## config.mk

```make
export PLATFORM = sky130hd
export DESIGN_NAME = tcce_ram
export DESIGN_NICKNAME = d
export VERILOG_FILES = /design/src/hdl/tcce_ram.sv
export SDC_FILE = /design/constraint.sdc
export NUM_CORES = 1
export LEC_CHECK = 0
export BUFFER_PORTS_ARGS = -buffer_cell sky130_fd_sc_hd__buf_2
export CAP_MARGIN = 20
export CORE_MARGIN = 5
export CORE_UTILIZATION = 40
export CTS_CLUSTER_DIAMETER = 80
export DETAILED_ROUTE_END_ITERATION = 10
export GPL_TIMING_DRIVEN = 0
export SKIP_LAST_GASP = 1
export SLEW_MARGIN = 20
export SYNTH_ARGS = -nofsm -noshare
export SYNTH_HDL_FRONTEND = slang
export SYNTH_SLANG_ARGS = --single-unit
```

## constraint.sdc

```tcl
create_clock -name clock -period 1.9 [get_ports clock]
set_input_delay 0.19 -clock clock [delete_from_list [all_inputs] [get_ports clock]]
set_output_delay 0.19 -clock clock [all_outputs]
set_load 0.05 [all_outputs]
```

## src/hdl/tcce_ram.sv

```systemverilog
`timescale 1ns / 1ps
// ----------------------------------------------------------------------------
// tcce_ram
// Generic single-clock RAM, one write port and one registered read port.
// ----------------------------------------------------------------------------
module tcce_ram #(
   parameter int WIDTH = 8,
   parameter int DEPTH = 16
) (
   input  logic                                     clock,
   input  logic                                     we,
   input  logic [((DEPTH > 1) ? $clog2(DEPTH) : 1)-1:0] waddr,
   input  logic [WIDTH-1:0]                         wdata,
   input  logic [((DEPTH > 1) ? $clog2(DEPTH) : 1)-1:0] raddr,
   output logic [WIDTH-1:0]                         rdata
);

   logic [WIDTH-1:0] mem [DEPTH];
   logic [WIDTH-1:0] rdata_ff;

   always_ff @(posedge clock) begin
      if (we) begin
         mem[waddr] <= wdata;
      end
      rdata_ff <= mem[raddr];
   end

   assign rdata = rdata_ff;

endmodule

```

==> flow_summary.toml <==
[placement]
post-place-cells = 425
gp_congestion = 0.708
portBuffers = 24
dp_hpwl_mm = 6.37

[timing]
skew_ns = 0.00460
rsz0062_at_grt = "false"
timing.fmax_mhz = 690
hold_violations = 0
worst_pin_slew_ns = 0.824
max-slew-margin-rel_pct = 44.9
setup_viol = 0
post-route-period-util_pct = 76.3
slew_violations = 0
period_needed_ns = 1.45

[cts]
postCtsHoldBufs = 0
root_buffer = "clkbuf_16"
cts_resized = 0
cts_tree = "built"
cts_made_buffers = 17
post_cts_buffers = 0
htreeDepth = 4
clock_sinks = 136
clockBufferDepth = 2
worstSkewPairLatency_ns = 0.40
path_clk_slew_ns = 0.05

[pwr]
p_comb_share_pct = 5.5
pwr-share-seq_pct = 48.2
switching_share_pct = 19.8
p_per_area_mw_per_mm2 = 1150
p_switching_mw = 1.38
p_leak_nw = 2.03
clkPwrFrac_pct = 46.3
power_mw = 6.99
ir_drop_uv = 616
p_int_mw = 5.61

[yosys]
synthCells = 229
ys.flop_type = "edfxtp_1"
ys_async_sr_fraction_pct = 0
synth_edf_count = 128
syn_nets = 247
synth_warnings = 0
synth_seq_area_share_pct = 77.8
synth_area_mm2 = 0.00515
ys_seq_elements = 136
ys_types = 19
synth.avg_cell_area_um2 = 22.5

[layout]
fill_cells = 1072
antenna_cells = 0
final_common_cell = "edfxtp_1"
synthToLayoutAreaGrowth_pct = 18.4
nNetsFinal = 290
drive_gt1_share_pct = 29.8
final_cell_mix = "edfxtp_1, buf_2, mux4_2"
stdcell_count = 457

[route]
drt_iter0_drc = 143
wl_mm = 9.84
ant_nets = 0
via_per_inst = 5.16
vias = 2358
route.detailed.drc = 0
first_pass_iters = 4
post_drt_wl_per_cell_um = 21.5

[floorplan]
core_mm2 = 0.0126
die_w_um = 123
die_y_um = 123
initial_core_util_pct = 40.8
row_count = 41
io_pins = 26
dieArea_mm2 = 0.0152

[global_routing]
antenna_found_initial = 0
grt_pass1_wl_mm = 14.8
grt_pass1_vias = 2465
overflow = 0
grt_max_degree = 17
grt_usage_pct = 14.3

[run]
cap_violations = 0

[worst_setup_path]
r2r-end = "rdata[7]$_DFF_P_"
ff2ff_setup_slack_ns = 0.48
r2r_cells = 3
cp-end-kind = "flip-flop"
cp_max_fo = 8
worstSetupPathType = "in2reg"
crit_path_start_kind = "primary input"
r2r_start = "mem[11][7]$_DFFE_PP_"
worstPathArrival_ns = 1.48
required_ns = 1.93

[min_path]
worstHoldStart = "wdata[0]"
worstHoldPathType = "in2reg"
hold_depth = 1
hold_path_end = "mem[2][0]$_DFFE_PP_"

[run_status]
outcome = "complete, no violations"
routing by layer:
metal	up-vias	part of all wire [%]	track usage, %
met5	-	0	0
met1	1229	42	17.9
li1	1057	-	-
met3	13	5.0	3.84
met4	0	1.5	5.81
met2	59	51	23.6
layout make-up:
class / count / area (um2) / share of cell area [%]
plain buffers: 10 / 86.3 / 1.42
clock buffers: 23 / 468 / 7.68
clock inverters: 9 / 123 / 2.01
multi-input cells: 83 / 1080 / 17.7
flip-flops and latches: 136 / 4000 / 65.7
well taps: 172 / 215 / 3.53
repair buffers: 24 / 120 / 1.97
cell families after synthesis:
kind of cell	count (synthesis)	synth area share (%)
mux	32	15.0
buf+inv	10	1.68
compound gates	16	2.33
simple gates	35	3.18
flops	136	77.8
worst max-delay path: stages:
cell,delay (ns)
buf_2,0.12
or3b_2,0.52
nor2_1,0.64
registers in the layout, summed over array words and instances, names as in the netlist:
name and count:
mem 128, rdata 8
Yosys cell counts, drive strengths merged (2+ instances only):
| library cell | number | share of area (%) |
|---|---|---|
| clkdlybuf4s25 | 3 | 0.58 |
| edfxtp | 128 | 75 |
| nand2b | 2 | 0.24 |
| nor2 | 13 | 0.95 |
| nand3b | 2 | 0.29 |
| nor3 | 4 | 0.39 |
| a22oi | 16 | 2.3 |
| dfxtp | 8 | 3.1 |
| buf | 7 | 1.1 |
| mux4 | 32 | 15 |
| nand2 | 9 | 0.66 |
stage by stage:
stage	instance area [um2]	hold slack, ns	setup WS (ns)	TNS (ns)	utilization, %
floorplan	5150	0.289	0.217	0	-
global placement	5480	0.589	-0.370	-3.39	43.4
detailed placement	5500	0.600	0.00452	0	43.6
CTS	6090	0.170	0.428	0	48.3
global route	6090	0.166	0.397	0	48.3
finish	6090	0.183	0.450	0	48.3
worst max-delay path by stage:
stage                     startpoint             endpoint  depth (start not counted)
after floorplan             waddr[2]  mem[0][0]$_DFFE_PP_                          2
after global placement      waddr[2]  mem[0][4]$_DFFE_PP_                          3
after detailed placement    waddr[2]  mem[1][4]$_DFFE_PP_                          3
after CTS                   waddr[2]  mem[1][6]$_DFFE_PP_                          3
after global routing        waddr[2]  mem[1][6]$_DFFE_PP_                          3
final                       waddr[2]  mem[2][6]$_DFFE_PP_                          3
power groups by stage:
stage	Sequential [mW]	Combinational, mW	Clock (mW)
6_report	3.37	0.388	3.24
5_1_grt	3.38	0.413	3.44
4_1_cts	3.37	0.394	3.27
3_5_place_dp	3.43	0.394	0
3_3_place_gp	3.43	0.387	0
2_1_floorplan	3.50	0.170	0
(Power assumes the default switching activity.)
