**config.mk**
```make
export PLATFORM = sky130hd
export DESIGN_NAME = tcce_seq
export DESIGN_NICKNAME = d
export VERILOG_FILES = /design/src/hdl/tcce_pkg.sv /design/src/hdl/tcce_cursor.sv /design/src/hdl/tcce_seq.sv
export SDC_FILE = /design/constraint.sdc
export NUM_CORES = 1
export LEC_CHECK = 0
export BUFFER_PORTS_ARGS = -buffer_cell sky130_fd_sc_hd__buf_2
export CORE_MARGIN = 2
export CORE_UTILIZATION = 39
export CTS_CLUSTER_DIAMETER = 80
export DETAILED_ROUTE_END_ITERATION = 10
export PLACE_DENSITY_LB_ADDON = 0.2
export SETUP_SLACK_MARGIN = 0.15
export SLEW_MARGIN = 10
export SYNTH_ARGS = -nofsm -noshare
export SYNTH_HDL_FRONTEND = slang
export SYNTH_SLANG_ARGS = --single-unit
```
**constraint.sdc**
```tcl
create_clock -name clock -period 6.2 [get_ports clock]
set_input_delay 0.93 -clock clock [delete_from_list [all_inputs] [get_ports clock]]
set_output_delay 0.93 -clock clock [all_outputs]
set_load 0.01 [all_outputs]
```
**src/hdl/tcce_pkg.sv**
```systemverilog
`timescale 1ns / 1ps
// ----------------------------------------------------------------------------
// tcce_pkg
// Shared constants, codes and types of the text console cursor engine.
// ----------------------------------------------------------------------------
package tcce_pkg;

   localparam int SCREEN_WIDTH  = 80;
   localparam int SCREEN_HEIGHT = 25;
   localparam int NUM_CELLS     = SCREEN_WIDTH * SCREEN_HEIGHT;
   localparam int ADDR_W        = $clog2(NUM_CELLS);

   localparam int OP_W    = 2;
   localparam int CHAR_W  = 8;
   localparam int ROW_W   = 5;
   localparam int COL_W   = 7;
   localparam int COLOR_W = 7;
   localparam int CELL_W  = COLOR_W + CHAR_W;
   localparam int POS_W   = 12;

   localparam logic [POS_W-1:0] POS_HIDDEN =
      POS_W'(SCREEN_HEIGHT * SCREEN_WIDTH + SCREEN_WIDTH);

   // operation codes
   localparam logic [OP_W-1:0] OP_PUT   = 2'd0;
   localparam logic [OP_W-1:0] OP_READ  = 2'd1;
   localparam logic [OP_W-1:0] OP_SET   = 2'd2;
   localparam logic [OP_W-1:0] OP_CLEAR = 2'd3;

   // character codes
   localparam logic [CHAR_W-1:0] CH_NEWLINE   = 8'h0A;
   localparam logic [CHAR_W-1:0] CH_RETURN    = 8'h0D;
   localparam logic [CHAR_W-1:0] CH_BACKSPACE = 8'h08;
   localparam logic [CHAR_W-1:0] CH_SPACE     = 8'h20;
   localparam logic [CHAR_W-1:0] CH_PRINT_LO  = 8'h20;
   localparam logic [CHAR_W-1:0] CH_PRINT_HI  = 8'h7E;

   // configuration registers
   localparam int CSR_ADDR_W = 3;
   localparam int CSR_DATA_W = 32;
   localparam logic REG_TEXT_COLOR    = 1'b0;
   localparam logic REG_CURSOR_HIDDEN = 1'b1;
   localparam logic [COLOR_W-1:0] TEXT_COLOR_RESET = 7'd7;

   // what one item does to the store and the cursor
   typedef struct packed {
      logic              wr_en;
      logic              rd_en;
      logic [ROW_W-1:0]  acc_row;
      logic [COL_W-1:0]  acc_col;
      logic [CHAR_W-1:0] wr_char;
      logic [ROW_W-1:0]  next_row;
      logic [COL_W-1:0]  next_col;
      logic              scroll;
      logic              clear;
      logic              status;
   } cmd_type;

endpackage

```
**src/hdl/tcce_cursor.sv**
```systemverilog
`timescale 1ns / 1ps
// ----------------------------------------------------------------------------
// tcce_cursor
// Decodes one item against the current cursor: cell access, next cursor,
// scroll and clear requests, status.
// ----------------------------------------------------------------------------
module tcce_cursor import tcce_pkg::*; (
   input  logic [OP_W-1:0]   op,
   input  logic [CHAR_W-1:0] byte_in,
   input  logic [ROW_W-1:0]  row_in,
   input  logic [COL_W-1:0]  col_in,
   input  logic [ROW_W-1:0]  cur_row,
   input  logic [COL_W-1:0]  cur_col,
   output cmd_type           cmd
);

   logic pos_ok;
   logic advance;

   assign pos_ok = (row_in < ROW_W'(SCREEN_HEIGHT)) && (col_in < COL_W'(SCREEN_WIDTH));

   always_comb begin
      cmd          = '0;
      cmd.acc_row  = cur_row;
      cmd.acc_col  = cur_col;
      cmd.wr_char  = CH_SPACE;
      cmd.next_row = cur_row;
      cmd.next_col = cur_col;
      advance      = 1'b0;

      case (op)
         OP_PUT: begin
            if (byte_in inside {[CH_PRINT_LO:CH_PRINT_HI]}) begin
               cmd.wr_en   = 1'b1;
               cmd.wr_char = byte_in;
               if (cur_col == COL_W'(SCREEN_WIDTH - 1)) begin
                  advance = 1'b1;
               end else begin
                  cmd.next_col = cur_col + 1'b1;
               end
            end else begin
               cmd.status = 1'b1;
               if (byte_in == CH_NEWLINE) begin
                  advance = 1'b1;
               end else if (byte_in == CH_RETURN) begin
                  cmd.next_col = '0;
               end else if (byte_in == CH_BACKSPACE) begin
                  if (cur_col != '0) begin
                     cmd.wr_en    = 1'b1;
                     cmd.acc_col  = cur_col - 1'b1;
                     cmd.next_col = cur_col - 1'b1;
                  end else if (cur_row != '0) begin
                     cmd.wr_en    = 1'b1;
                     cmd.acc_row  = cur_row - 1'b1;
                     cmd.acc_col  = COL_W'(SCREEN_WIDTH - 1);
                     cmd.next_row = cur_row - 1'b1;
                     cmd.next_col = COL_W'(SCREEN_WIDTH - 1);
                  end
               end
            end
         end
         OP_READ: begin
            if (pos_ok) begin
               cmd.rd_en   = 1'b1;
               cmd.acc_row = row_in;
               cmd.acc_col = col_in;
            end else begin
               cmd.status = 1'b1;
            end
         end
         OP_SET: begin
            if (pos_ok) begin
               cmd.next_row = row_in;
               cmd.next_col = col_in;
            end else begin
               cmd.status = 1'b1;
            end
         end
         default: begin
            cmd.clear    = 1'b1;
            cmd.next_row = '0;
            cmd.next_col = '0;
         end
      endcase

      // next line; on the last row the store scrolls instead
      if (advance) begin
         cmd.next_col = '0;
         if (cur_row == ROW_W'(SCREEN_HEIGHT - 1)) begin
            cmd.scroll = 1'b1;
         end else begin
            cmd.next_row = cur_row + 1'b1;
         end
      end
   end

endmodule

```
**src/hdl/tcce_seq.sv**
```systemverilog
`timescale 1ns / 1ps
// ----------------------------------------------------------------------------
// tcce_seq
// Item sequencer: cursor and top-row registers, row mapping into the cell
// RAM, store sweeps for clear and scroll, result register.
// ----------------------------------------------------------------------------
module tcce_seq import tcce_pkg::*; (
   input  logic                clock,
   input  logic                reset,
   input  logic                req_valid,
   output logic                req_ready,
   input  logic [OP_W-1:0]     req_op,
   input  logic [CHAR_W-1:0]   req_byte_in,
   input  logic [ROW_W-1:0]    req_row_in,
   input  logic [COL_W-1:0]    req_col_in,
   output logic                rsp_valid,
   input  logic                rsp_ready,
   output logic                rsp_status,
   output logic [CHAR_W-1:0]   rsp_read_char,
   output logic [ROW_W-1:0]    rsp_cur_row,
   output logic [COL_W-1:0]    rsp_cur_col,
   output logic [POS_W-1:0]    rsp_lin_pos,
   input  logic [COLOR_W-1:0]  text_color,
   input  logic                cursor_hidden,
   output logic                mem_we,
   output logic [ADDR_W-1:0]   mem_waddr,
   output logic [CELL_W-1:0]   mem_wdata,
   output logic [ADDR_W-1:0]   mem_raddr,
   input  logic [CELL_W-1:0]   mem_rdata
);

   localparam logic [2:0] S_INIT   = 3'd0;
   localparam logic [2:0] S_IDLE   = 3'd1;
   localparam logic [2:0] S_EXEC   = 3'd2;
   localparam logic [2:0] S_RDWAIT = 3'd3;
   localparam logic [2:0] S_SWEEP  = 3'd4;
   localparam logic [2:0] S_BLANK  = 3'd5;
   localparam logic [2:0] S_FINISH = 3'd6;

   logic [2:0]        state_ff,   state_in;
   logic [ROW_W-1:0]  cur_row_ff, cur_row_in;
   logic [COL_W-1:0]  cur_col_ff, cur_col_in;
   logic [ROW_W-1:0]  top_ff,     top_in;
   logic [ADDR_W-1:0] cnt_ff,     cnt_in;
   logic              rsp_valid_ff, rsp_valid_in;

   logic [OP_W-1:0]   op_ff;
   logic [CHAR_W-1:0] byte_ff;
   logic [ROW_W-1:0]  row_ff;
   logic [COL_W-1:0]  col_ff;
   logic [ADDR_W-1:0] base_ff, base_in;
   logic              status_ff, status_in;
   logic [CHAR_W-1:0] rchar_ff, rchar_in;
   logic              rsp_status_ff;
   logic [CHAR_W-1:0] rsp_read_char_ff;
   logic [ROW_W-1:0]  rsp_cur_row_ff;
   logic [COL_W-1:0]  rsp_cur_col_ff;
   logic [POS_W-1:0]  rsp_lin_pos_ff, pos_in;

   cmd_type           cmd;
   logic [ROW_W:0]    phys_sum;
   logic [ROW_W-1:0]  phys_row;
   logic [ADDR_W-1:0] exec_addr;
   logic              req_xfer;
   logic              rsp_load;

   tcce_cursor u_cursor (
      .op      (op_ff),
      .byte_in (byte_ff),
      .row_in  (row_ff),
      .col_in  (col_ff),
      .cur_row (cur_row_ff),
      .cur_col (cur_col_ff),
      .cmd     (cmd)
   );

   // logical row to RAM row: the store is a ring of rows starting at top_ff
   assign phys_sum  = {1'b0, cmd.acc_row} + {1'b0, top_ff};
   assign phys_row  = (phys_sum >= (ROW_W + 1)'(SCREEN_HEIGHT)) ?
                      ROW_W'(phys_sum - (ROW_W + 1)'(SCREEN_HEIGHT)) : phys_sum[ROW_W-1:0];
   assign exec_addr = ADDR_W'(phys_row) * ADDR_W'(SCREEN_WIDTH) + ADDR_W'(cmd.acc_col);

   assign req_ready = (state_ff == S_IDLE);
   assign req_xfer  = req_valid && req_ready;
   assign rsp_load  = (state_ff == S_FINISH) && (!rsp_valid_ff || rsp_ready);

   assign pos_in = cursor_hidden ? POS_HIDDEN :
                   POS_W'(cur_row_ff) * POS_W'(SCREEN_WIDTH) + POS_W'(cur_col_ff);

   always_comb begin
      state_in   = state_ff;
      cur_row_in = cur_row_ff;
      cur_col_in = cur_col_ff;
      top_in     = top_ff;
      cnt_in     = cnt_ff;
      base_in    = base_ff;
      status_in  = status_ff;
      rchar_in   = rchar_ff;
      mem_we     = 1'b0;
      mem_waddr  = exec_addr;
      mem_wdata  = {text_color, cmd.wr_char};
      mem_raddr  = exec_addr;

      case (state_ff)
         S_INIT: begin
            mem_we    = 1'b1;
            mem_waddr = cnt_ff;
            mem_wdata = {TEXT_COLOR_RESET, CH_SPACE};
            cnt_in    = cnt_ff + 1'b1;
            if (cnt_ff == ADDR_W'(NUM_CELLS - 1)) begin
               state_in = S_IDLE;
            end
         end
         S_IDLE: begin
            if (req_xfer) begin
               state_in = S_EXEC;
            end
         end
         S_EXEC: begin
            mem_we     = cmd.wr_en;
            cur_row_in = cmd.next_row;
            cur_col_in = cmd.next_col;
            status_in  = cmd.status;
            rchar_in   = '0;
            cnt_in     = '0;
            if (cmd.clear) begin
               top_in   = '0;
               state_in = S_SWEEP;
            end else if (cmd.scroll) begin
               // the old top row becomes the blank bottom row
               base_in  = ADDR_W'(top_ff) * ADDR_W'(SCREEN_WIDTH);
               top_in   = (top_ff == ROW_W'(SCREEN_HEIGHT - 1)) ? '0 : top_ff + 1'b1;
               state_in = S_BLANK;
            end else if (cmd.rd_en) begin
               state_in = S_RDWAIT;
            end else begin
               state_in = S_FINISH;
            end
         end
         S_RDWAIT: begin
            rchar_in = mem_rdata[CHAR_W-1:0];
            state_in = S_FINISH;
         end
         S_SWEEP: begin
            mem_we    = 1'b1;
            mem_waddr = cnt_ff;
            mem_wdata = {text_color, CH_SPACE};
            cnt_in    = cnt_ff + 1'b1;
            if (cnt_ff == ADDR_W'(NUM_CELLS - 1)) begin
               state_in = S_FINISH;
            end
         end
         S_BLANK: begin
            mem_we    = 1'b1;
            mem_waddr = base_ff + cnt_ff;
            mem_wdata = {text_color, CH_SPACE};
            cnt_in    = cnt_ff + 1'b1;
            if (cnt_ff == ADDR_W'(SCREEN_WIDTH - 1)) begin
               state_in = S_FINISH;
            end
         end
         S_FINISH: begin
            if (rsp_load) begin
               state_in = S_IDLE;
            end
         end
         default: begin
            state_in = S_INIT;
            cnt_in   = '0;
         end
      endcase
   end

   always_comb begin
      rsp_valid_in = rsp_valid_ff;
      if (rsp_load) begin
         rsp_valid_in = 1'b1;
      end else if (rsp_ready) begin
         rsp_valid_in = 1'b0;
      end
   end

   always_ff @(posedge clock) begin
      if (reset) begin
         state_ff     <= S_INIT;
         cur_row_ff   <= '0;
         cur_col_ff   <= '0;
         top_ff       <= '0;
         cnt_ff       <= '0;
         rsp_valid_ff <= 1'b0;
      end else begin
         state_ff     <= state_in;
         cur_row_ff   <= cur_row_in;
         cur_col_ff   <= cur_col_in;
         top_ff       <= top_in;
         cnt_ff       <= cnt_in;
         rsp_valid_ff <= rsp_valid_in;
      end
   end

   always_ff @(posedge clock) begin
      if (req_xfer) begin
         op_ff   <= req_op;
         byte_ff <= req_byte_in;
         row_ff  <= req_row_in;
         col_ff  <= req_col_in;
      end
      base_ff   <= base_in;
      status_ff <= status_in;
      rchar_ff  <= rchar_in;
      if (rsp_load) begin
         rsp_status_ff     <= status_ff;
         rsp_read_char_ff  <= rchar_ff;
         rsp_cur_row_ff    <= cur_row_ff;
         rsp_cur_col_ff    <= cur_col_ff;
         rsp_lin_pos_ff    <= pos_in;
      end
   end

   assign rsp_valid      = rsp_valid_ff;
   assign rsp_status     = rsp_status_ff;
   assign rsp_read_char  = rsp_read_char_ff;
   assign rsp_cur_row    = rsp_cur_row_ff;
   assign rsp_cur_col    = rsp_cur_col_ff;
   assign rsp_lin_pos    = rsp_lin_pos_ff;

   a_cursor_on_screen: assert property (@(posedge clock) disable iff (reset)
      (cur_row_ff < ROW_W'(SCREEN_HEIGHT)) && (cur_col_ff < COL_W'(SCREEN_WIDTH)))
      else $error("cursor left the screen");

   a_top_in_range: assert property (@(posedge clock) disable iff (reset)
      top_ff < ROW_W'(SCREEN_HEIGHT))
      else $error("top row pointer out of range");

   a_write_in_range: assert property (@(posedge clock) disable iff (reset)
      mem_we |-> (mem_waddr < ADDR_W'(NUM_CELLS)))
      else $error("cell write beyond the store");

   a_result_from_finish: assert property (@(posedge clock) disable iff (reset)
      $rose(rsp_valid_ff) |-> ($past(state_ff) == S_FINISH))
      else $error("result transfer raised outside the finish step");

   a_accept_starts_exec: assert property (@(posedge clock) disable iff (reset)
      req_xfer |=> (state_ff == S_EXEC))
      else $error("accepted item did not start execution");

endmodule
```
==> impl_metrics.json, run 1 <==
{
  "synthTopCellsByArea": "edfxtp_1, ha_1, dfxtp_1, o21ai_0, nor2_1",
  "grt_start_max_net_pins": 37,
  "antenna_found_initial": 0,
  "grt_usage_pct": 21.1,
  "fp-row-count": 47,
  "rsz0062_at_grt": "yes",
  "core_mm2": 0.0167,
  "final_nets": 991,
  "htreeDepth": 3,
  "outcome": "complete, but fails checks",
  "gr-total-overflow": 0,
  "worstRegToRegCells": 7,
  "fin_crit_sh_pct": 112,
  "avgRoutedWirePerCell_um": 17.2,
  "synth_area_mm2": 0.00671,
  "die_y_um": 135,
  "min_period_ns": 6.93,
  "yosysWarningCount": 0,
  "peakVddDrop_mv": 0.122,
  "cp-start-kind": "flip-flop",
  "cp.required_ns": 5.27,
  "clock_latency_ns": 0.36,
  "drcViolationCount": 0,
  "timing.setup.tns_ns": -2.06,
  "cts_buffers": 9,
  "fillerInstances": 1556,
  "violations": "setup timing",
  "worstPathArrival_ns": 6.00,
  "clock.fmax_mhz": 144,
  "grt_pass1_vias": 5915,
  "finalHoldViolCount": 0,
  "ios": 122,
  "final_cell_mix": "buf_2, buf_4, edfxtp_1, nor2_1, nand2_1",
  "synth-main-ff-cell": "edfxtp_1",
  "die_w_um": 135,
  "ant_nets": 0,
  "synthToLayoutAreaGrowth_pct": 32.8,
  "synthCells": 686,
  "postCtsHoldBufs": 0,
  "cts_max_path_buffers": 2,
  "hold_slack_ns": 0.423,
  "viasPerCell": 5.42,
  "end_kind": "output port",
  "hold_class": "flip-flop to flip-flop",
  "avgSynthCellArea_um2": 9.78,
  "async_reset_ff_share_pct": 0,
  "layout_commonest_cell": "buf_2",
  "drt_iter0_markers": 335,
  "dp_hpwl_mm": 14.6,
  "ys_seq_area_share_pct": 41.3,
  "grt_pass1_wl_mm": 30.4,
  "synth_edf_count": 71,
  "die_area_mm2": 0.0183,
  "cts.sink_count": 103,
  "p_leak_nw": 3.84,
  "finalPower_mw": 1.34,
  "worstSetupPathType": "flip-flop to output port",
  "synth_seq_cells": 103,
  "p_per_area_mw_per_mm2": 151,
  "initial_core_util_pct": 40.2,
  "cp_max_fo": 3,
  "root_buffer": "clkbuf_16",
  "drive_gt1_share_pct": 34.0,
  "fin_ws_ns": -0.735,
  "max-slew-margin-rel_pct": 23.5,
  "drv_slew": 0,
  "worst_slew_pin_slew_ns": 1.14,
  "io_buffers": 113,
  "fin_util_pct": 53.4,
  "ys_types": 69,
  "synth.largest_area_cell": "edfxtp_1",
  "cts_tree": "yes",
  "vias": 6008,
  "setup_viol": 4,
  "clkTransAtPathRegs_ns": 0.07,
  "place_inst": 1081,
  "skew_ns": 0.0139,
  "num_antenna_cells": 0,
  "finalWirelength_mm": 19.1,
  "hold_depth": 0,
  "syn-num-nets": 794,
  "globalplace.congestion": 0.892,
  "layout.cells.non_filler": 1108,
  "dr.pass1.iters": 5,
  "max_cap_viol_count": 0,
  "yosysTopAreaCellShare_pct": 31.8
}
==> stage by stage <==
stage / worst slack [ns] / instance area [um^2]
2_1_floorplan: 0.00701 / 6820
3_3_place_gp: -0.370 / 8220
3_5_place_dp: -0.501 / 8220
4_1_cts: -0.755 / 8690
5_1_grt: -0.945 / 8910
6_report: -0.735 / 8910
==> layout make-up <==
type	instances	area (um^2)	share of cell area (%)
Sequential cell	103	2770	31.1
Multi-Input combinational cell	514	4030	45.2
Tap cell	220	275	3.09
Inverter	38	143	1.60
Clock buffer	9	225	2.53
Timing Repair Buffer	217	1390	15.5
Clock inverter	7	81.3	0.912
==> registers in the layout, summed over array words and instances, names as in the netlist, 7 cells and up <==
signal	count
rsp_read_char	8
base_ff	7
rchar_ff	8
col_ff	7
byte_ff	8
rsp_lin_pos	12
cnt_ff	11
cur_col_ff	7
rsp_cur_col	7
==> cell usage after synthesis (13+ instances only) <==
master and number:
a21o_1 13, a21oi_1 36, and3_1 15, clkbuf_1 22, dfxtp_1 32, edfxtp_1 71
ha_1 52, inv_1 38, nand2_1 49, nand3_1 19, nor2_1 50, nor2b_1 18
nor3_1 18, o21ai_0 42, xnor2_1 20, xor2_1 18
==> worst paths after layout <==
check,from,endpoint,slack [ns]
setup / recovery,byte_ff[4],mem_waddr[10],-0.73
hold / removal,rchar_ff[5],rsp_read_char[5],0.42
setup reg to reg,state_ff[1],top_ff[3],2.38
hold reg to reg,rchar_ff[5],rsp_read_char[5],0.42
==> cell families after synthesis <==
kind of cell / synth area share, %
compound gates: 18.6
xor+xnor: 4.96
fa+ha+maj: 11.8
buf+inv: 4.19
flops: 41.3
mux: 1.45
other cells: 0.0559
simple gates: 17.6
==> routing by layer <==
layer / track usage, % / wire length, um / up-vias
met1: 27.7 / 8370 / 2880
met4: 7.29 / 457 / 0
li1: - / - / 2941
met2: 36.2 / 9440 / 160
met3: 2.54 / 778 / 27
met5: 0 / 0 / -
==> power by group <==
part,internal (mW),total [mW],leakage (nW),switching (mW)
Clock,0.317,0.582,0.140,0.265
Sequential,0.729,0.732,0.941,0.00306
Combinational,0.0155,0.0295,2.76,0.0140
Total,1.06,1.34,3.84,0.282
==> worst max-delay path, stage by stage (launching register included) <==
cell and delay [ns]:
edfxtp_1 0.45, nor4b_4 0.36, and2_4 0.22, nand3_4 0.07, a21o_1 0.18, a221o_1 0.32
ha_2 0.21, fa_2 0.38, buf_6 0.13, xor2_2 0.17, inv_1 0.08, nand2_2 0.06
o221ai_2 0.16, and3_4 0.24, mux2_4 0.33, ha_4 0.23, ha_4 0.17, fa_2 0.57
nand2_2 0.06, o21bai_4 0.18, o21ai_1 0.07, a21bo_2 0.23, a2bb2oi_2 0.12, xor2_1 0.20
buf_4 0.17, o211ai_1 0.09, buf_2 0.20
==> timing repair <==
| item | 4_1_cts | 5_1_grt |
|---|---|---|
| setup buffers | 6 | 5 |
| endpoints found under the hold margin | 0 | 0 |
| gates resized for setup | 23 | 34 |
| pin swaps | 18 | 23 |
| endpoints found under the setup margin | 11 | 11 |
Power figures use the tool's default switching activity.
==> run 2: changes to the inputs <==
- PLACE_DENSITY_LB_ADDON: 0.2 -> unset
==> run 2 against run 1 <==
Net effect:
- clock skew decreased by 0.0016 ns
- highest routed layer unchanged
- count of clock-buffer cells in the layout unchanged
- fmax increased by 3.9%
- non-clock buffer count unchanged
- power decreased by 0.97%
- via count increased by 0.17%
- worst hold slack got worse by 0.0034 ns
- clock power decreased by 2%
- the flow still finishes with violations (setup timing)
- sequential power about the same
- first-iteration DRC count increased by 6.6%
- largest cell class unchanged
- wire length increased by 1.1%
- critical path depth decreased by 1
==> impl_metrics.json, run 2 (synthesized netlist as in run 1, its figures left out) <==
{
  "grt_usage_pct": 21.3,
  "final_cell_mix": "buf_2, buf_4, edfxtp_1, nor2_1, nand2_1",
  "finalHoldViolCount": 0,
  "initial_core_util_pct": 40.2,
  "fin_crit_sh_pct": 108,
  "die_w_um": 135,
  "die_area_mm2": 0.0183,
  "end_kind": "output port",
  "fp-row-count": 47,
  "worstSetupPathType": "flip-flop to output port",
  "vias": 6018,
  "min_period_ns": 6.68,
  "max-slew-margin-rel_pct": 27.7,
  "fin_ws_ns": -0.475,
  "drive_gt1_share_pct": 33.3,
  "core_mm2": 0.0167,
  "cts.sink_count": 103,
  "final_nets": 991,
  "worst_slew_pin_slew_ns": 1.09,
  "cp-start-kind": "flip-flop",
  "drt_iter0_markers": 357,
  "root_buffer": "clkbuf_16",
  "multiInputGateArea_mm2": 0.00400,
  "clock_latency_ns": 0.35,
  "finalWirelength_mm": 19.3,
  "setup_viol": 4,
  "violations": "setup timing",
  "max_cap_viol_count": 0,
  "ant_nets": 0,
  "outcome": "complete, but fails checks",
  "hold_class": "flip-flop to flip-flop",
  "rsz0062_at_grt": "yes",
  "cts_max_path_buffers": 2,
  "drv_slew": 0,
  "antenna_found_initial": 0,
  "cts_buffers": 9,
  "ios": 122,
  "fin_util_pct": 53.0,
  "finalPower_mw": 1.33,
  "cp_max_fo": 5,
  "fillerInstances": 1573,
  "grt_start_max_net_pins": 34,
  "cp.required_ns": 5.27,
  "crit_path_top_delay_cell": "fa_1",
  "num_antenna_cells": 0,
  "hold_slack_ns": 0.419,
  "io_buffers": 113,
  "avgRoutedWirePerCell_um": 17.4,
  "layout_commonest_cell": "buf_2",
  "cts_tree": "yes",
  "die_y_um": 135,
  "seqCellArea_mm2": 0.00277,
  "p_per_area_mw_per_mm2": 150,
  "clock.fmax_mhz": 150,
  "drcViolationCount": 0,
  "synthToLayoutAreaGrowth_pct": 31.9,
  "max_stage_delay_ns": 0.50,
  "htreeDepth": 3,
  "grt_pass1_wl_mm": 30.9,
  "largest_register_ffs": 12,
  "dr.pass1.iters": 4,
  "dp_hpwl_mm": 14.7,
  "worstPathArrival_ns": 5.75,
  "grt_pass1_vias": 6001,
  "globalplace.congestion": 0.930,
  "p_leak_nw": 3.85,
  "peakVddDrop_mv": 0.121,
  "viasPerCell": 5.43,
  "skew_ns": 0.0123,
  "gr-total-overflow": 0,
  "clkTransAtPathRegs_ns": 0.07
}
## run 2: worst paths after layout
check	slack, ns	end	depth (start not counted)	from
worst max-delay path	-0.48	mem_waddr[10]	25	byte_ff[4]
worst min-delay path	0.42	rsp_read_char[5]	0	rchar_ff[5]
worst max register to register	3.18	cur_row_ff[4]	8	byte_ff[0]
worst min register to register	0.42	rsp_read_char[5]	0	rchar_ff[5]
## run 2: per-stage QoR
stage / cells / worst slack (ns) / TNS, ns / instance area, um^2
2_1_floorplan: 686 / 0.00701 / 0 / 6820
3_3_place_gp: 1079 / -0.257 / -0.404 / 8200
3_5_place_dp: 1079 / -0.331 / -0.633 / 8200
4_1_cts: 1102 / -0.484 / -1.10 / 8650
5_1_grt: 1108 / -0.726 / -2.21 / 8850
6_report: 1108 / -0.475 / -1.05 / 8850
## run 2: area by class of cell
type                    instances  area share (%)
clock buffers                   9            2.54
clock inverters                 7           0.792
inverters                      38            1.61
multi-input cells             514            45.2
flip-flops and latches        103            31.3
well taps                     220            3.11
repair buffers                217            15.4
## run 2: metal layers
layer | GRT usage [%] | share of wire, %
met1 | 27.9 | 44
met2 | 35.2 | 47
met4 | 8.39 | 2.9
met3 | 3.82 | 5.9
met5 | 0 | 0
## run 2: worst max-delay path: cells and delay by family (launching register included)
kind | cells | cell delay (ns)
compound gates | 11 | 2.03
xor+xnor | 2 | 0.23
fa+ha+maj | 4 | 1.15
buf+inv | 3 | 0.51
flops | 1 | 0.43
mux | 1 | 0.32
simple gates | 4 | 0.72
## run 2: power breakdown
group / total, mW / leakage [nW] / switching, mW / internal [mW]
registers: 0.732 / 0.941 / 0.00318 / 0.729
clock network: 0.568 / 0.148 / 0.254 / 0.314
logic: 0.0299 / 2.76 / 0.0144 / 0.0155
total: 1.33 / 3.85 / 0.272 / 1.06
## run 2: timing repair
item / in CTS / in global routing
pin swaps: 14 / 13
hold endpoints to repair: 0 / 0
setup endpoints to repair: 11 / 10
hold buffers: 0 / 0
buffers inserted: 7 / 6
gates resized for setup: 20 / 25
==> run 3: changes to the inputs <==
- CORE_ASPECT_RATIO: unset -> 0.5
- SKIP_CTS_REPAIR_TIMING: unset -> 1
==> run 3 against run 2 <==
Net effect:
- the run still ends with setup timing left
- worst setup slack worse by 0.12 ns
- register-to-register slack better by 0.03 ns
- sequential share of layout area up 0.19 points
- die area up 0.35%
- non-clock buffer count down 6
- combinational power down 3%
- count of clock-buffer cells in the layout up 1
- wire length down 5.2%
- critical path type unchanged
- highest routed layer unchanged
==> impl_metrics.json, run 3 (synthesized netlist as in run 1, its figures left out) <==
{
  "outcome": "complete, but fails checks",
  "violations": "setup timing",
  "finalHoldViolCount": 0,
  "finalPower_mw": 1.30,
  "rsz0062_at_grt": "yes",
  "final_cell_mix": "buf_2, buf_4, edfxtp_1, nor2_1, nand2_1",
  "peakVddDrop_mv": 0.121,
  "cp-start-kind": "flip-flop",
  "vias": 5888,
  "cts_buffers": 9,
  "clock.fmax_mhz": 147,
  "cts_max_path_buffers": 2,
  "initial_core_util_pct": 40.4,
  "drv_slew": 0,
  "die_y_um": 96.8,
  "fp-row-count": 33,
  "max-slew-margin-rel_pct": 25.1,
  "drt_iter0_markers": 383,
  "grt_pass1_vias": 5770,
  "max_cap_viol_count": 0,
  "synthToLayoutAreaGrowth_pct": 31.1,
  "gr-total-overflow": 0,
  "cts_tree": "yes",
  "worstSetupPathType": "flip-flop to output port",
  "fin_util_pct": 53.0,
  "setup_viol": 4,
  "crit_family": "compound AO/OA/AOI/OAI gates",
  "io_buffers": 113,
  "globalplace.congestion": 0.871,
  "hold_slack_ns": 0.421,
  "place_inst": 1088,
  "grt_pass1_wl_mm": 29.5,
  "antenna_found_initial": 0,
  "ios": 122,
  "avgRoutedWirePerCell_um": 16.5,
  "min_period_ns": 6.79,
  "htreeDepth": 3,
  "cts.sink_count": 103,
  "clkTransAtPathRegs_ns": 0.07,
  "final_nets": 985,
  "core_mm2": 0.0166,
  "layout.cells.non_filler": 1109,
  "worst_slew_pin_slew_ns": 1.12,
  "num_antenna_cells": 0,
  "die_w_um": 190,
  "largest_register_ffs": 12,
  "die_area_mm2": 0.0183,
  "cp.required_ns": 5.27,
  "grt_usage_pct": 20.1,
  "grt_start_max_net_pins": 38,
  "max_stage_delay_ns": 0.50,
  "dr.pass1.iters": 5,
  "drcViolationCount": 0,
  "dp_hpwl_mm": 14.0,
  "path_buf_inv": 3,
  "root_buffer": "clkbuf_16",
  "layout_commonest_cell": "buf_2",
  "worstPathArrival_ns": 5.86,
  "clock_latency_ns": 0.35,
  "ant_nets": 0,
  "cp_max_fo": 3,
  "p_per_area_mw_per_mm2": 148,
  "p_leak_nw": 3.80,
  "fin_crit_sh_pct": 110,
  "end_kind": "output port",
  "hold_class": "flip-flop to flip-flop",
  "fin_ws_ns": -0.594,
  "crit_path_top_delay_cell": "fa_1",
  "skew_ns": 0.00507,
  "viasPerCell": 5.31,
  "finalWirelength_mm": 18.3,
  "drive_gt1_share_pct": 32.5
}
run 3: report_power, final:
group | internal [mW] | switching, mW | leakage, nW
Combinational | 0.0155 | 0.0135 | 2.74
Clock | 0.275 | 0.266 | 0.124
Sequential | 0.729 | 0.00302 | 0.941
run 3: final timing paths:
kind	start	to	slack, ns	cells past startpoint
setup / recovery	row_ff[0]	mem_waddr[10]	-0.59	27
hold / removal	rchar_ff[7]	rsp_read_char[7]	0.42	0
setup reg to reg	state_ff[1]	top_ff[1]	3.21	8
hold reg to reg	rchar_ff[7]	rsp_read_char[7]	0.42	0
run 3: worst register-to-register path, cell delays in order (launching register included):
cell and delay, ns:
dfxtp_1 0.86, nor2b_1 0.21, buf_4 0.23, nand2b_1 0.34, nor2_1 0.19, o2111ai_1 0.32, a41oi_1 0.50, a22oi_1 0.16
nor2_1 0.12
run 3: final cells by class:
cell class                 count  area (um^2)
clock buffer                  10          229
clock inverter                 6         46.3
fill                        1525         7800
inverter                      38          143
multi-input combinational    514         4000
sequential                   103         2770
tap                          227          284
timing repair buffer         211         1320
run 3: per-stage QoR:
| step | setup WS [ns] | cell area [um^2] | TNS, ns |
|---|---|---|---|
| final | -0.594 | 8800 | -1.49 |
| after CTS | -0.816 | 8500 | -3.08 |
| after global routing | -0.842 | 8800 | -2.70 |
| after global placement | -0.224 | 8230 | -0.494 |
| after detailed placement | -0.398 | 8230 | -0.923 |
| after floorplan | 0.00701 | 6820 | 0 |
run 3: layer usage:
metal | global-route usage, % | vias to the layer above | wire length, um
met5 | 0 | - | 0
met4 | 3.16 | 0 | 167
met3 | 4.21 | 19 | 1030
met2 | 32.4 | 164 | 8380
met1 | 28.3 | 2779 | 8690
li1 | - | 2926 | -
